File: src/rtl/core/itrd_pkg.sv
// ----------------------------------------------------------------------------
// itrd_pkg: shared definitions for the radix digit converter
// Sizes, field widths and handshake structs between the sequencer and the
// iterative divider.
// ----------------------------------------------------------------------------
package itrd_pkg;

  localparam int unsigned VALUE_WIDTH   = 32;
  localparam int unsigned MAX_DIGITS    = 32;
  localparam int unsigned RADIX_W       = 5;
  localparam int unsigned DIGIT_W       = 4;
  localparam int unsigned IDX_W         = $clog2(MAX_DIGITS);
  localparam int unsigned CNT_W         = $clog2(MAX_DIGITS + 1);
  localparam int unsigned BITS_PER_STEP = 8;
  localparam int unsigned DIV_STEPS     = VALUE_WIDTH / BITS_PER_STEP;
  localparam int unsigned STEP_W        = (DIV_STEPS > 1) ? $clog2(DIV_STEPS) : 1;

  localparam logic [RADIX_W-1:0] RadixMin = RADIX_W'(2);
  localparam logic [RADIX_W-1:0] RadixMax = RADIX_W'(16);

  typedef struct packed {
    logic                   start;
    logic [VALUE_WIDTH-1:0] dividend;
    logic [RADIX_W-1:0]     divisor;
  } div_req_t;

  typedef struct packed {
    logic                   done;
    logic [VALUE_WIDTH-1:0] quotient;
    logic [DIGIT_W-1:0]     remainder;
  } div_rsp_t;

  function automatic logic [RADIX_W-1:0] clamp_radix(input logic [RADIX_W-1:0] r);
    logic [RADIX_W-1:0] res;
    res = r;
    if (r < RadixMin) res = RadixMin;
    if (r > RadixMax) res = RadixMax;
    return res;
  endfunction

endpackage

File: src/rtl/core/integer_to_radix_digits_core.sv
// Sequence: repeated divides by the base on the divider, one digit each, then a
// buffer read before each emitted digit. One transaction at a time: a new
// integer is taken only in idle, after the last digit has been accepted.
// Reset: rst_ni asynchronous, active low; sequencer returns to idle, no outputs.
// The digit buffer needs no clearing pass.
// ----------------------------------------------------------------------------
// integer_to_radix_digits_core: unsigned integer to radix digits
// Divides repeatedly by the base on a single divider, stores digits, then
// emits them most significant first with last on the final digit.
// ----------------------------------------------------------------------------
module integer_to_radix_digits_core (
  input  logic                             clk_i,
  input  logic                             rst_ni,
  input  logic                             in_valid_i,
  output logic                             in_stall_o,
  input  logic [itrd_pkg::VALUE_WIDTH-1:0] value_i,
  input  logic [itrd_pkg::RADIX_W-1:0]     radix_i,
  output logic                             out_valid_o,
  input  logic                             out_stall_i,
  output logic [itrd_pkg::DIGIT_W-1:0]     digit_o,
  output logic                             last_o
);

  localparam logic [1:0] StIdle = 2'd0;
  localparam logic [1:0] StDiv  = 2'd1;
  localparam logic [1:0] StRead = 2'd2;
  localparam logic [1:0] StOut  = 2'd3;

  logic [1:0]                   state_q, state_d;
  logic [itrd_pkg::CNT_W-1:0]   count_q, count_d;
  logic [itrd_pkg::IDX_W-1:0]   ptr_q, ptr_d;
  logic [itrd_pkg::RADIX_W-1:0] radix_q, radix_d;

  itrd_pkg::div_req_t div_req;
  itrd_pkg::div_rsp_t div_rsp;

  logic in_xact, out_xact;
  logic wr_en, rd_en;
  logic [itrd_pkg::CNT_W-1:0] count_inc;

  assign in_stall_o  = (state_q != StIdle);
  assign in_xact     = in_valid_i && !in_stall_o;
  assign out_valid_o = (state_q == StOut);
  assign out_xact    = out_valid_o && !out_stall_i;
  assign last_o      = (ptr_q == '0);
  assign count_inc   = count_q + 1'b1;

  always_comb begin
    state_d          = state_q;
    count_d          = count_q;
    ptr_d            = ptr_q;
    radix_d          = radix_q;
    div_req.start    = 1'b0;
    div_req.dividend = value_i;
    div_req.divisor  = radix_q;
    wr_en            = 1'b0;
    rd_en            = 1'b0;
    case (state_q)
      StIdle: begin
        if (in_xact) begin
          radix_d         = itrd_pkg::clamp_radix(radix_i);
          div_req.start   = 1'b1;
          div_req.divisor = itrd_pkg::clamp_radix(radix_i);
          count_d         = '0;
          state_d         = StDiv;
        end
      end
      StDiv: begin
        if (div_rsp.done) begin
          wr_en   = 1'b1;
          count_d = count_inc;
          if (div_rsp.quotient == '0 ||
              count_inc == itrd_pkg::CNT_W'(itrd_pkg::MAX_DIGITS)) begin
            ptr_d   = count_q[itrd_pkg::IDX_W-1:0];
            state_d = StRead;
          end else begin
            div_req.start    = 1'b1;
            div_req.dividend = div_rsp.quotient;
          end
        end
      end
      StRead: begin
        rd_en   = 1'b1;
        state_d = StOut;
      end
      StOut: begin
        if (out_xact) begin
          if (ptr_q == '0) begin
            state_d = StIdle;
          end else begin
            ptr_d   = ptr_q - 1'b1;
            state_d = StRead;
          end
        end
      end
      default: begin
        state_d = StIdle;
      end
    endcase
  end

  always_ff @(posedge clk_i or negedge rst_ni) begin
    if (!rst_ni) begin
      state_q <= StIdle;
      count_q <= '0;
      ptr_q   <= '0;
    end else begin
      state_q <= state_d;
      count_q <= count_d;
      ptr_q   <= ptr_d;
    end
  end

  always_ff @(posedge clk_i) begin
    radix_q <= radix_d;
  end

  itrd_divider u_divider (
    .clk_i  (clk_i),
    .rst_ni (rst_ni),
    .req_i  (div_req),
    .rsp_o  (div_rsp)
  );

  itrd_digit_buffer u_buffer (
    .clk_i     (clk_i),
    .wr_en_i   (wr_en),
    .wr_addr_i (count_q[itrd_pkg::IDX_W-1:0]),
    .wr_data_i (div_rsp.remainder),
    .rd_en_i   (rd_en),
    .rd_addr_i (ptr_q),
    .rd_data_o (digit_o)
  );

  // divider only reports while a conversion is running
  a_done_in_div: assert property (@(posedge clk_i) disable iff (!rst_ni)
    div_rsp.done |-> state_q == StDiv)
    else $error("divider result outside division phase");

  a_count_bound: assert property (@(posedge clk_i) disable iff (!rst_ni)
    count_q <= itrd_pkg::CNT_W'(itrd_pkg::MAX_DIGITS))
    else $error("digit count overflow");

  a_start_div: assert property (@(posedge clk_i) disable iff (!rst_ni)
    in_xact |=> (state_q == StDiv && count_q == '0))
    else $error("accepted transaction did not start division");

  a_last_ends: assert property (@(posedge clk_i) disable iff (!rst_ni)
    (out_xact && last_o) |=> state_q == StIdle)
    else $error("run continued after last digit");

  a_ptr_in_range: assert property (@(posedge clk_i) disable iff (!rst_ni)
    out_valid_o |-> ptr_q < count_q)
    else $error("read pointer beyond stored digits");

endmodule

File: src/rtl/core/itrd_divider.sv
// ----------------------------------------------------------------------------
// itrd_divider: iterative divide by a small radix
// Restoring long division, BITS_PER_STEP quotient bits per cycle, quotient
// shifted into the dividend register. Done pulses with the result.
// ----------------------------------------------------------------------------
module itrd_divider (
  input  logic               clk_i,
  input  logic               rst_ni,
  input  itrd_pkg::div_req_t req_i,
  output itrd_pkg::div_rsp_t rsp_o
);

  logic                             busy_q, busy_d;
  logic [itrd_pkg::STEP_W-1:0]      step_q, step_d;
  logic [itrd_pkg::VALUE_WIDTH-1:0] quo_q, quo_d;
  logic [itrd_pkg::RADIX_W-1:0]     rem_q, rem_d;
  logic [itrd_pkg::RADIX_W-1:0]     dvs_q, dvs_d;
  logic                             done_q, done_d;

  logic [itrd_pkg::VALUE_WIDTH-1:0] q_work;
  logic [itrd_pkg::RADIX_W-1:0]     r_work;

  always_comb begin
    q_work = quo_q;
    r_work = rem_q;
    for (int i = 0; i < int'(itrd_pkg::BITS_PER_STEP); i++) begin
      r_work = {r_work[itrd_pkg::RADIX_W-2:0], q_work[itrd_pkg::VALUE_WIDTH-1]};
      q_work = {q_work[itrd_pkg::VALUE_WIDTH-2:0], 1'b0};
      if (r_work >= dvs_q) begin
        r_work    = r_work - dvs_q;
        q_work[0] = 1'b1;
      end
    end
  end

  always_comb begin
    busy_d = busy_q;
    step_d = step_q;
    quo_d  = quo_q;
    rem_d  = rem_q;
    dvs_d  = dvs_q;
    done_d = 1'b0;
    if (req_i.start) begin
      busy_d = 1'b1;
      step_d = '0;
      quo_d  = req_i.dividend;
      rem_d  = '0;
      dvs_d  = req_i.divisor;
    end else if (busy_q) begin
      quo_d  = q_work;
      rem_d  = r_work;
      step_d = step_q + 1'b1;
      if (step_q == itrd_pkg::STEP_W'(itrd_pkg::DIV_STEPS - 1)) begin
        busy_d = 1'b0;
        done_d = 1'b1;
      end
    end
  end

  always_ff @(posedge clk_i or negedge rst_ni) begin
    if (!rst_ni) begin
      busy_q <= 1'b0;
      step_q <= '0;
      done_q <= 1'b0;
    end else begin
      busy_q <= busy_d;
      step_q <= step_d;
      done_q <= done_d;
    end
  end

  always_ff @(posedge clk_i) begin
    quo_q <= quo_d;
    rem_q <= rem_d;
    dvs_q <= dvs_d;
  end

  assign rsp_o.done      = done_q;
  assign rsp_o.quotient  = quo_q;
  assign rsp_o.remainder = rem_q[itrd_pkg::DIGIT_W-1:0];

endmodule

File: src/rtl/core/itrd_digit_buffer.sv
// ----------------------------------------------------------------------------
// itrd_digit_buffer: digit store
// One write port and one registered read port, least significant digit at
// address zero.
// ----------------------------------------------------------------------------
module itrd_digit_buffer (
  input  logic                         clk_i,
  input  logic                         wr_en_i,
  input  logic [itrd_pkg::IDX_W-1:0]   wr_addr_i,
  input  logic [itrd_pkg::DIGIT_W-1:0] wr_data_i,
  input  logic                         rd_en_i,
  input  logic [itrd_pkg::IDX_W-1:0]   rd_addr_i,
  output logic [itrd_pkg::DIGIT_W-1:0] rd_data_o
);

  logic [itrd_pkg::DIGIT_W-1:0] mem_q [itrd_pkg::MAX_DIGITS];
  logic [itrd_pkg::DIGIT_W-1:0] rd_data_q;

  always_ff @(posedge clk_i) begin
    if (wr_en_i) begin
      mem_q[wr_addr_i] <= wr_data_i;
    end
  end

  always_ff @(posedge clk_i) begin
    if (rd_en_i) begin
      rd_data_q <= mem_q[rd_addr_i];
    end
  end

  assign rd_data_o = rd_data_q;

endmodule

File: config.mk
export PLATFORM = sky130hd
export DESIGN_NAME = integer_to_radix_digits_core
export DESIGN_NICKNAME = d
export VERILOG_FILES = /design/src/rtl/core/itrd_pkg.sv /design/src/rtl/core/integer_to_radix_digits_core.sv /design/src/rtl/core/itrd_divider.sv /design/src/rtl/core/itrd_digit_buffer.sv
export SDC_FILE = /design/constraint.sdc
export NUM_CORES = 1
export LEC_CHECK = 0
export ABC_AREA = 1
export BUFFER_PORTS_ARGS = -buffer_cell sky130_fd_sc_hd__buf_4
export CAP_MARGIN = 10
export CORE_MARGIN = 2
export CORE_UTILIZATION = 35
export CTS_CLUSTER_DIAMETER = 30
export DETAILED_ROUTE_END_ITERATION = 10
export SYNTH_ARGS = -nofsm -noshare
export SYNTH_HDL_FRONTEND = slang
export SYNTH_HIERARCHICAL = 1
export SYNTH_SLANG_ARGS = --single-unit
File: constraint.sdc
create_clock -name clk_i -period 25.9 [get_ports clk_i]
set_clock_uncertainty 0.05 [all_clocks]
set_input_delay 1.295 -clock clk_i [delete_from_list [all_inputs] [get_ports clk_i]]
set_output_delay 1.295 -clock clk_i [all_outputs]
set_load 0.02 [all_outputs]
==> results of run 1 <==
## synth_stat cells (3+ instances only)
library cell	count	area, um^2
nand3_1	138	691
buf_4	8	60.1
buf_6	9	101
nand3b_1	3	22.5
inv_2	14	52.6
ha_1	43	538
xor2_1	8	70.1
a31oi_1	3	18.8
a21oi_1	14	70.1
inv_1	95	357
nand2_1	484	1820
or2_2	3	18.8
edfxtp_1	169	5070
nor2_1	76	285
nand3_2	10	100
buf_2	11	55.1
dfrtp_1	17	425
fa_1	8	160
and2_1	7	43.8
dfxtp_1	9	180
o21ai_0	40	200
or2_1	3	18.8
clkbuf_1	7	26.3
xnor2_1	8	70.1
a21oi_2	4	35.0
nand4_1	21	131
## layout make-up
class                      instances  area [um^2]  area share
clock buffer                      17          425      0.0353
clock inverter                    15          224      0.0186
inverter                         111          417      0.0345
multi-input combinational        888         4400       0.365
sequential                       195         5680       0.471
tap                              396          495      0.0411
timing repair buffer              56          420      0.0348
## state kept, by name, indices dropped and copies added, names as in the netlist, 4 cells and up
| name | cells |
|---|---|
| ptr_q | 5 |
| u_divider/quo_q | 32 |
| u_buffer/mem_q | 128 |
| u_divider/dvs_q | 5 |
| count_q | 6 |
| u_divider/rem_q | 4 |
| radix_q | 5 |
| u_buffer/rd_data_o | 4 |
## cells in the final DEF, fill, tap and decap left out, drive strengths merged
master / instances
nand2: 486
edfxtp: 169
nand3: 148
inv: 118
nor2: 78
buf: 56
o21ai: 44
ha: 43
nand4: 21
a21oi: 18
clkbuf: 17
dfrtp: 17
dfxtp: 9
xor2: 8
xnor2: 8
fa: 8
clkinv: 8
and2: 7
or2: 7
nand3b: 3
a31oi: 3
o21bai: 2
nor3: 1
o31ai: 1
o21a: 1
a22o: 1
## worst paths after layout
check / cells past startpoint / endpoint / slack (ps) / from
max reg2reg: 64 / u_divider/quo_q[0]$_DFFE_PP_ / 16040 / u_divider/dvs_q[1]$_DFFE_PP_
min: 2 / radix_q[4]$_DFF_P_ / 440 / radix_q[4]$_DFF_P_
min reg2reg: 2 / radix_q[4]$_DFF_P_ / 440 / radix_q[4]$_DFF_P_
max: 64 / u_divider/quo_q[0]$_DFFE_PP_ / 16040 / u_divider/dvs_q[1]$_DFFE_PP_
max in group asynchronous: 1 / ptr_q[0]$_DFFE_PN0P_ / 24940 / rst_ni
min in group asynchronous: 1 / ptr_q[1]$_DFFE_PN0P_ / 650 / rst_ni
## kinds of logic after synthesis
group                      Yosys count  synth area share
AOI/OAI and AO/OA                   70            0.0362
xor gates and xnor gates            16            0.0130
adders and majority gates           51            0.0648
buffers and inverters              149            0.0644
DFF                                195             0.527
and+or+nand+nor                    751             0.294
## worst max-delay path: cells and delay by family, from the launching register on
family / cells / cell delay [ps]
compound gates: 8 / 1330
fa+ha+maj: 8 / 2520
buf+inv: 11 / 1280
flops: 1 / 680
simple gates: 37 / 3860
## through the flow
| stage | worst slack, ps | instance area [um^2] |
|---|---|---|
| floorplan | 17220 | 10800 |
| global placement | 16410 | 11400 |
| detailed placement | 16050 | 11400 |
| CTS | 16040 | 12100 |
| global route | 14770 | 12100 |
| finish | 16040 | 12100 |
## routing by layer
| metal | GRT usage | vias to the layer above | routed length (um) |
|---|---|---|---|
| li1 | - | 4140 | - |
| met4 | 0.0530 | 0 | 454 |
| met2 | 0.280 | 196 | 12500 |
| met5 | 0 | - | 0 |
| met1 | 0.207 | 3862 | 11500 |
| met3 | 0.0271 | 24 | 1090 |
==> flow_summary.toml, run 1 <==
[outcome]
status = "complete, no violations"

[floorplan]
initial_utilization = 0.354
ios = 48
die_w_um = 179
die_h_um = 179
core-area_um2 = 30400
die_area_um2 = 32200
row_count = 64

[clock_tree]
ctsResizeCount = 0
root_buffer = "clkbuf_16"
ctsHtreeMaxLevel = 4
cts_hold_buffers = 0
insertion_delay_ps = 450
cts_setup_buffers = 0
cts_tree = "done"
clkTransAtPathRegs_ps = 80
numCtsBuffers = 17
cts.sinks = 195
clk_path_buf_depth = 2

[finish]
syn2layout_area_growth_pct = 12.0
stdcell_count = 1678
final_core_util = 0.396
final_nets = 1361
drive_gt1_frac = 0.0991
antennaDiodeCount = 0
fill_cells = 3080

[timing]
hold_slack_ps = 439
worstMarginPinSlew_ps = 1160
slew-limit-headroom = 0.227
rsz0062_at_grt = "no"
fin_crit_ps = 9860
tns_ps = 0
hold_violations = 0
slew_violations = 0
min_period_over_period = 0.381
setup_viol = 0
clock.fmax_ghz = 0.101

[synthesis]
ys.flop_type = "edfxtp_1"
synth_fp_nets = 1324
synth_edf_count = 169
syn_inst = 1232
yosysWarnings = 6
syn_area_per_cell_um2 = 8.75
async_flop_share = 0.0872
yosysSeqAreaShare = 0.527
netlist_area_um2 = 10800
ys_types = 40
synth_seq_cells = 195

[global_route]
grt_max_degree = 67
grt_pass1_vias = 8233
grt_pass1_wl_um = 42100
overflow = 0
grt_antenna_before_repair = 0
grt_usage = 0.162

[routing]
vias_per_cell = 4.90
wl_um = 25600
first_pass_iters = 7
routedWlPerCell_um = 15.2
vias = 8222
drc = 0
drt_iter0_drc = 616
ant_nets = 0

[place]
portBuffers = 47
routabilityCongestion = 0.864
hpwlAfterDp_um = 17300
dp.cells = 1646

[setup_path]
cpPeakStageDelay_ps = 680
required_ps = 26140
critical_path_class = "reg2reg"
crit_top_cell = "nand2_1"
setup.worst_path.end_class = "register"
arrival_ps = 10100
cp_max_fo = 10
worstSetupStartpointType = "register"
cp_slowest_cell = "edfxtp_1"

[job]
maxCapViolations = 0

[min_path]
hold_class = "reg2reg"
Power of run 1 is not shown: default switching activity piles up to over one toggle a cycle in this logic, so the estimate is an artifact.
==> inputs of run 2 (changes only) <==
- clock period: 25.9 -> 7.97 ns (I/O delays scaled with it)
==> run 2 against run 1 <==
The run now ends with negative setup slack left; first-iteration DRC count grew 8.6%; final area is 12% higher; cell count up 6.7%; via count is 6.8% higher; global-route usage increased by 0.83 points; register-to-register slack got worse by 17000 ps; sequential share of layout area fell by 5.1 points; non-clock buffer count increased by 113; die area did not move; fmax grew 12%; worst setup slack lost 17000 ps.
==> flow_summary.toml, run 2 (synthesis results as in run 1) <==
[timing]
hold_violations = 0
tns_ps = -3960
min_period_over_period = 1.10
hold_slack_ps = 165
fin_crit_ps = 8770
slew-limit-headroom = 0.266
setup_ws_ps = -805
setup_viol = 5
rsz0062_at_grt = "yes"
worstMarginPinSlew_ps = 1100
slew_violations = 0
clock.fmax_ghz = 0.114

[floorplan]
initial_utilization = 0.354
row_count = 64
core-area_um2 = 30400
die_w_um = 179
ios = 48
die_area_um2 = 32200
die_h_um = 179

[clock_tree]
clk_path_buf_depth = 2
cts_tree = "done"
cts.sinks = 195
insertion_delay_ps = 440
root_buffer = "clkbuf_16"
numCtsBuffers = 17
clkTransAtPathRegs_ps = 90
ctsHtreeMaxLevel = 4

[setup_path]
setup.worst_path.end_class = "register"
worstSetupStartpointType = "register"
rrSetupSlack_ps = -800
worst-r2r-cell-count = 65
crit_top_cell = "nand2_1"
cpPeakStageDelay_ps = 390
cp_max_fo = 8
arrival_ps = 9060
required_ps = 8260
cp_slowest_cell = "edfxtp_1"
critical_path_class = "reg2reg"

[routing]
wl_um = 27900
vias = 8785
drt_iter0_drc = 669
first_pass_iters = 5
routedWlPerCell_um = 15.6
drc = 0
ant_nets = 0
vias_per_cell = 4.91

[place]
post-place-ws_ps = -613
routabilityCongestion = 0.835
hpwlAfterDp_um = 17700
portBuffers = 47

[finish]
antennaDiodeCount = 0
drive_gt1_frac = 0.240
syn2layout_area_growth_pct = 25.6
layout_common_cells = "451 x nand2_1, 169 x edfxtp_1, 164 x buf_4"
reg_top3 = "u_buffer/mem_q x128, u_divider/quo_q x32, count_q x6"
final_nets = 1474
regMostFlops = "u_buffer/mem_q"
final_common_cell = "nand2_1"
largest_register_ffs = 128

[min_path]
min_path_cells = 3
hold_class = "in2reg"

[global_route]
grt_max_degree = 68
grt_usage = 0.171
grt_pass1_wl_um = 44000
overflow = 0
grt_pass1_vias = 8632
grt_antenna_before_repair = 0

[outcome]
violations = "negative setup slack"
status = "complete, but fails checks"

[job]
maxCapViolations = 0
run 2: cell types whose count changed in the layout (fill, tap and decap cells not counted), sizes merged:
cell,delta
buf,+112
clkinv,-3
inv,+2
clkinvlp,+1
dlygate4sd3,+1
run 2: worst paths after layout:
| kind | end | from |
|---|---|---|
| max in group asynchronous | ptr_q[0]$_DFFE_PN0P_ | rst_ni |
| worst max register to register | u_divider/rem_q[3]$_SDFFE_PP0P_ | u_divider/dvs_q[2]$_DFFE_PP_ |
| worst min-delay path | state_q[1]$_DFFE_PN0P_ | out_stall_i |
| worst min register to register | radix_q[3]$_DFF_P_ | radix_q[3]$_DFF_P_ |
| min in group asynchronous | ptr_q[3]$_DFFE_PN0P_ | rst_ni |
| worst max-delay path | u_divider/rem_q[3]$_SDFFE_PP0P_ | u_divider/dvs_q[2]$_DFFE_PP_ |
run 2: routing by layer:
layer  up-vias  global-route usage  wire length, um
li1       4373                   -                -
met1      4156               0.219            12200
met2       221               0.300            14000
met3        35              0.0300             1190
met4         0              0.0390              414
met5         -                   0                0
run 2: per-stage QoR:
| step | std cells | area, um^2 | utilization |
|---|---|---|---|
| after floorplan | 1232 | 11000 | - |
| after global placement | 1725 | 12200 | 0.401 |
| after detailed placement | 1725 | 12200 | 0.401 |
| after CTS | 1779 | 13200 | 0.433 |
| after global routing | 1791 | 13500 | 0.445 |
| final | 1791 | 13500 | 0.445 |
run 2: layout make-up:
| cell class | count | area [um^2] |
|---|---|---|
| Inverter | 111 | 435 |
| Clock inverter | 15 | 243 |
| Multi-Input combinational cell | 888 | 4960 |
| Timing Repair Buffer | 169 | 1290 |
| Sequential cell | 195 | 5690 |
| Fill cell | 2887 | 16900 |
| Tap cell | 396 | 495 |
| Clock buffer | 17 | 425 |
run 2: timing repair:
| action | CTS | global route |
|---|---|---|
| pin swaps | 41 | 54 |
| setup buffers | 21 | 12 |
| hold endpoints to repair | 17 | 0 |
| hold buffers | 1 | 0 |
| gates resized for setup | 32 | 62 |
| endpoints found under the setup margin | 5 | 6 |
run 2: critical path, delay by kind of cell (launching register included):
kind / cells / cell delay (ps)
DFF: 1 / 390
buffers and inverters: 12 / 1330
adders and majority gates: 8 / 2220
AOI/OAI and AO/OA: 6 / 680
and+or+nand+nor: 38 / 3800
xor gates and xnor gates: 1 / 170
Power of run 2 is left out for the same reason.
==> inputs of run 3 (changes only) <==
- CTS_CLUSTER_SIZE: not set -> 28
- clock period: 7.97 -> 9.74 ns (I/O delays scaled with it)
==> run 3 against run 2 <==
The flow now finishes without violations; non-clock buffer count decreased by 101; register-to-register slack improved by 1500 ps; first-iteration DRC count grew 10%; sequential share of layout area rose by 4.5 points; critical endpoint is now u_divider/rem_q[0]$_SDFFE_PP0P_.
==> flow_summary.toml, run 3 (synthesis results as in run 1) <==
[outcome]
status = "complete, no violations"

[global_route]
grt_pass1_wl_um = 42200
grt_antenna_before_repair = 0
grt_usage = 0.164
overflow = 0
grt_max_degree = 68
grt_pass1_vias = 8173

[setup_path]
cp_max_fo = 7
critPathTopFamily = "simple AND/OR/NAND/NOR gates"
cp_slowest_cell = "edfxtp_1"
required_ps = 10010
critical_path_class = "reg2reg"
cp_num_buf_inv = 9
arrival_ps = 9320
worstSetupStartpointType = "register"
cpPeakStageDelay_ps = 390
setup.worst_path.end_class = "register"
crit_top_cell = "nand2_1"

[routing]
wl_um = 25900
routedWlPerCell_um = 15.3
drt_iter0_drc = 739
vias = 8314
vias_per_cell = 4.92
ant_nets = 0
drc = 0
first_pass_iters = 5

[finish]
seq_area_um2 = 5680
multi_input_area_um2 = 4470
final_nets = 1373
regMostFlops = "u_buffer/mem_q"
reg_top3 = "u_buffer/mem_q x128, u_divider/quo_q x32, count_q x6"
drive_gt1_frac = 0.115
antennaDiodeCount = 0
syn2layout_area_growth_pct = 13.3
fill_cells = 3013
largest_register_ffs = 128
layout_common_cells = "482 x nand2_1, 169 x edfxtp_1, 138 x nand3_1"
stdcell_count = 1690
final_common_cell = "nand2_1"

[timing]
slew_violations = 0
clock.fmax_ghz = 0.110
rsz0062_at_grt = "no"
setup_viol = 0
slew-limit-headroom = 0.245
hold_violations = 0
worstMarginPinSlew_ps = 1130
fin_crit_ps = 9050
hold_slack_ps = 242
setup_ws_ps = 689
min_period_over_period = 0.929
tns_ps = 0

[floorplan]
row_count = 64
die_h_um = 179
die_w_um = 179
ios = 48
die_area_um2 = 32200
initial_utilization = 0.354
core-area_um2 = 30400

[place]
routabilityCongestion = 0.830
portBuffers = 47
dp.cells = 1650
hpwlAfterDp_um = 17200
post-place-ws_ps = 301

[clock_tree]
clkTransAtPathRegs_ps = 80
numCtsBuffers = 17
ctsHtreeMaxLevel = 4
root_buffer = "clkbuf_16"
insertion_delay_ps = 450
cts.sinks = 195
clk_path_buf_depth = 2
cts_tree = "done"

[min_path]
hold_class = "in2reg"

[job]
maxCapViolations = 0
-- run 3: stage by stage --
stage | utilization | area [um^2]
3_5_place_dp | 0.376 | 11400
4_1_cts | 0.397 | 12100
3_3_place_gp | 0.376 | 11400
5_1_grt | 0.401 | 12200
6_report | 0.401 | 12200
2_1_floorplan | - | 10800
-- run 3: layout make-up --
| class | instances | area share |
|---|---|---|
| sequential | 195 | 0.466 |
| multi-input combinational | 888 | 0.366 |
| timing repair buffer | 68 | 0.0420 |
| tap | 396 | 0.0406 |
| clock buffer | 17 | 0.0349 |
| inverter | 111 | 0.0348 |
| clock inverter | 15 | 0.0161 |
-- run 3: worst register-to-register path: cells and delay by family, from the launching register on --
kind                     cells  cell delay, ps
flip-flops                   1             390
buffers and inverters        9             730
AND/OR/NAND/NOR             37            4000
adder cells (fa/ha/maj)      9            2470
XOR/XNOR                     1             150
AO/OA/AOI/OAI                7            1100
-- run 3: path summary, 6_finish.rpt --
kind	start	endpoint	slack, ps	cells after the start
max	u_divider/quo_q[31]$_DFFE_PP_	u_divider/rem_q[0]$_SDFFE_PP0P_	690	63
min	out_stall_i	state_q[1]$_DFFE_PN0P_	240	3
max reg2reg	u_divider/quo_q[31]$_DFFE_PP_	u_divider/rem_q[0]$_SDFFE_PP0P_	690	63
min reg2reg	radix_q[3]$_DFF_P_	radix_q[3]$_DFF_P_	440	2
max in group asynchronous	rst_ni	u_divider/step_q[1]$_DFFE_PN0P_	9040	2
min in group asynchronous	rst_ni	ptr_q[4]$_DFFE_PN0P_	390	2
-- run 3: metal layers --
layer | wire (um) | global-route usage | vias up | part of all wire
li1 | - | - | 4167 | -
met1 | 11900 | 0.213 | 3937 | 0.46
met2 | 12600 | 0.280 | 186 | 0.49
met3 | 1020 | 0.0284 | 24 | 0.040
met4 | 394 | 0.0485 | 0 | 0.015
met5 | 0 | 0 | - | 0
-- run 3: repair_timing --
action,in CTS,in global routing
endpoints found under the setup margin,0,5
buffers inserted,0,7
hold buffers,1,0
gates resized for setup,0,17
endpoints found under the hold margin,17,0
Power of run 3 is left out for the same reason.
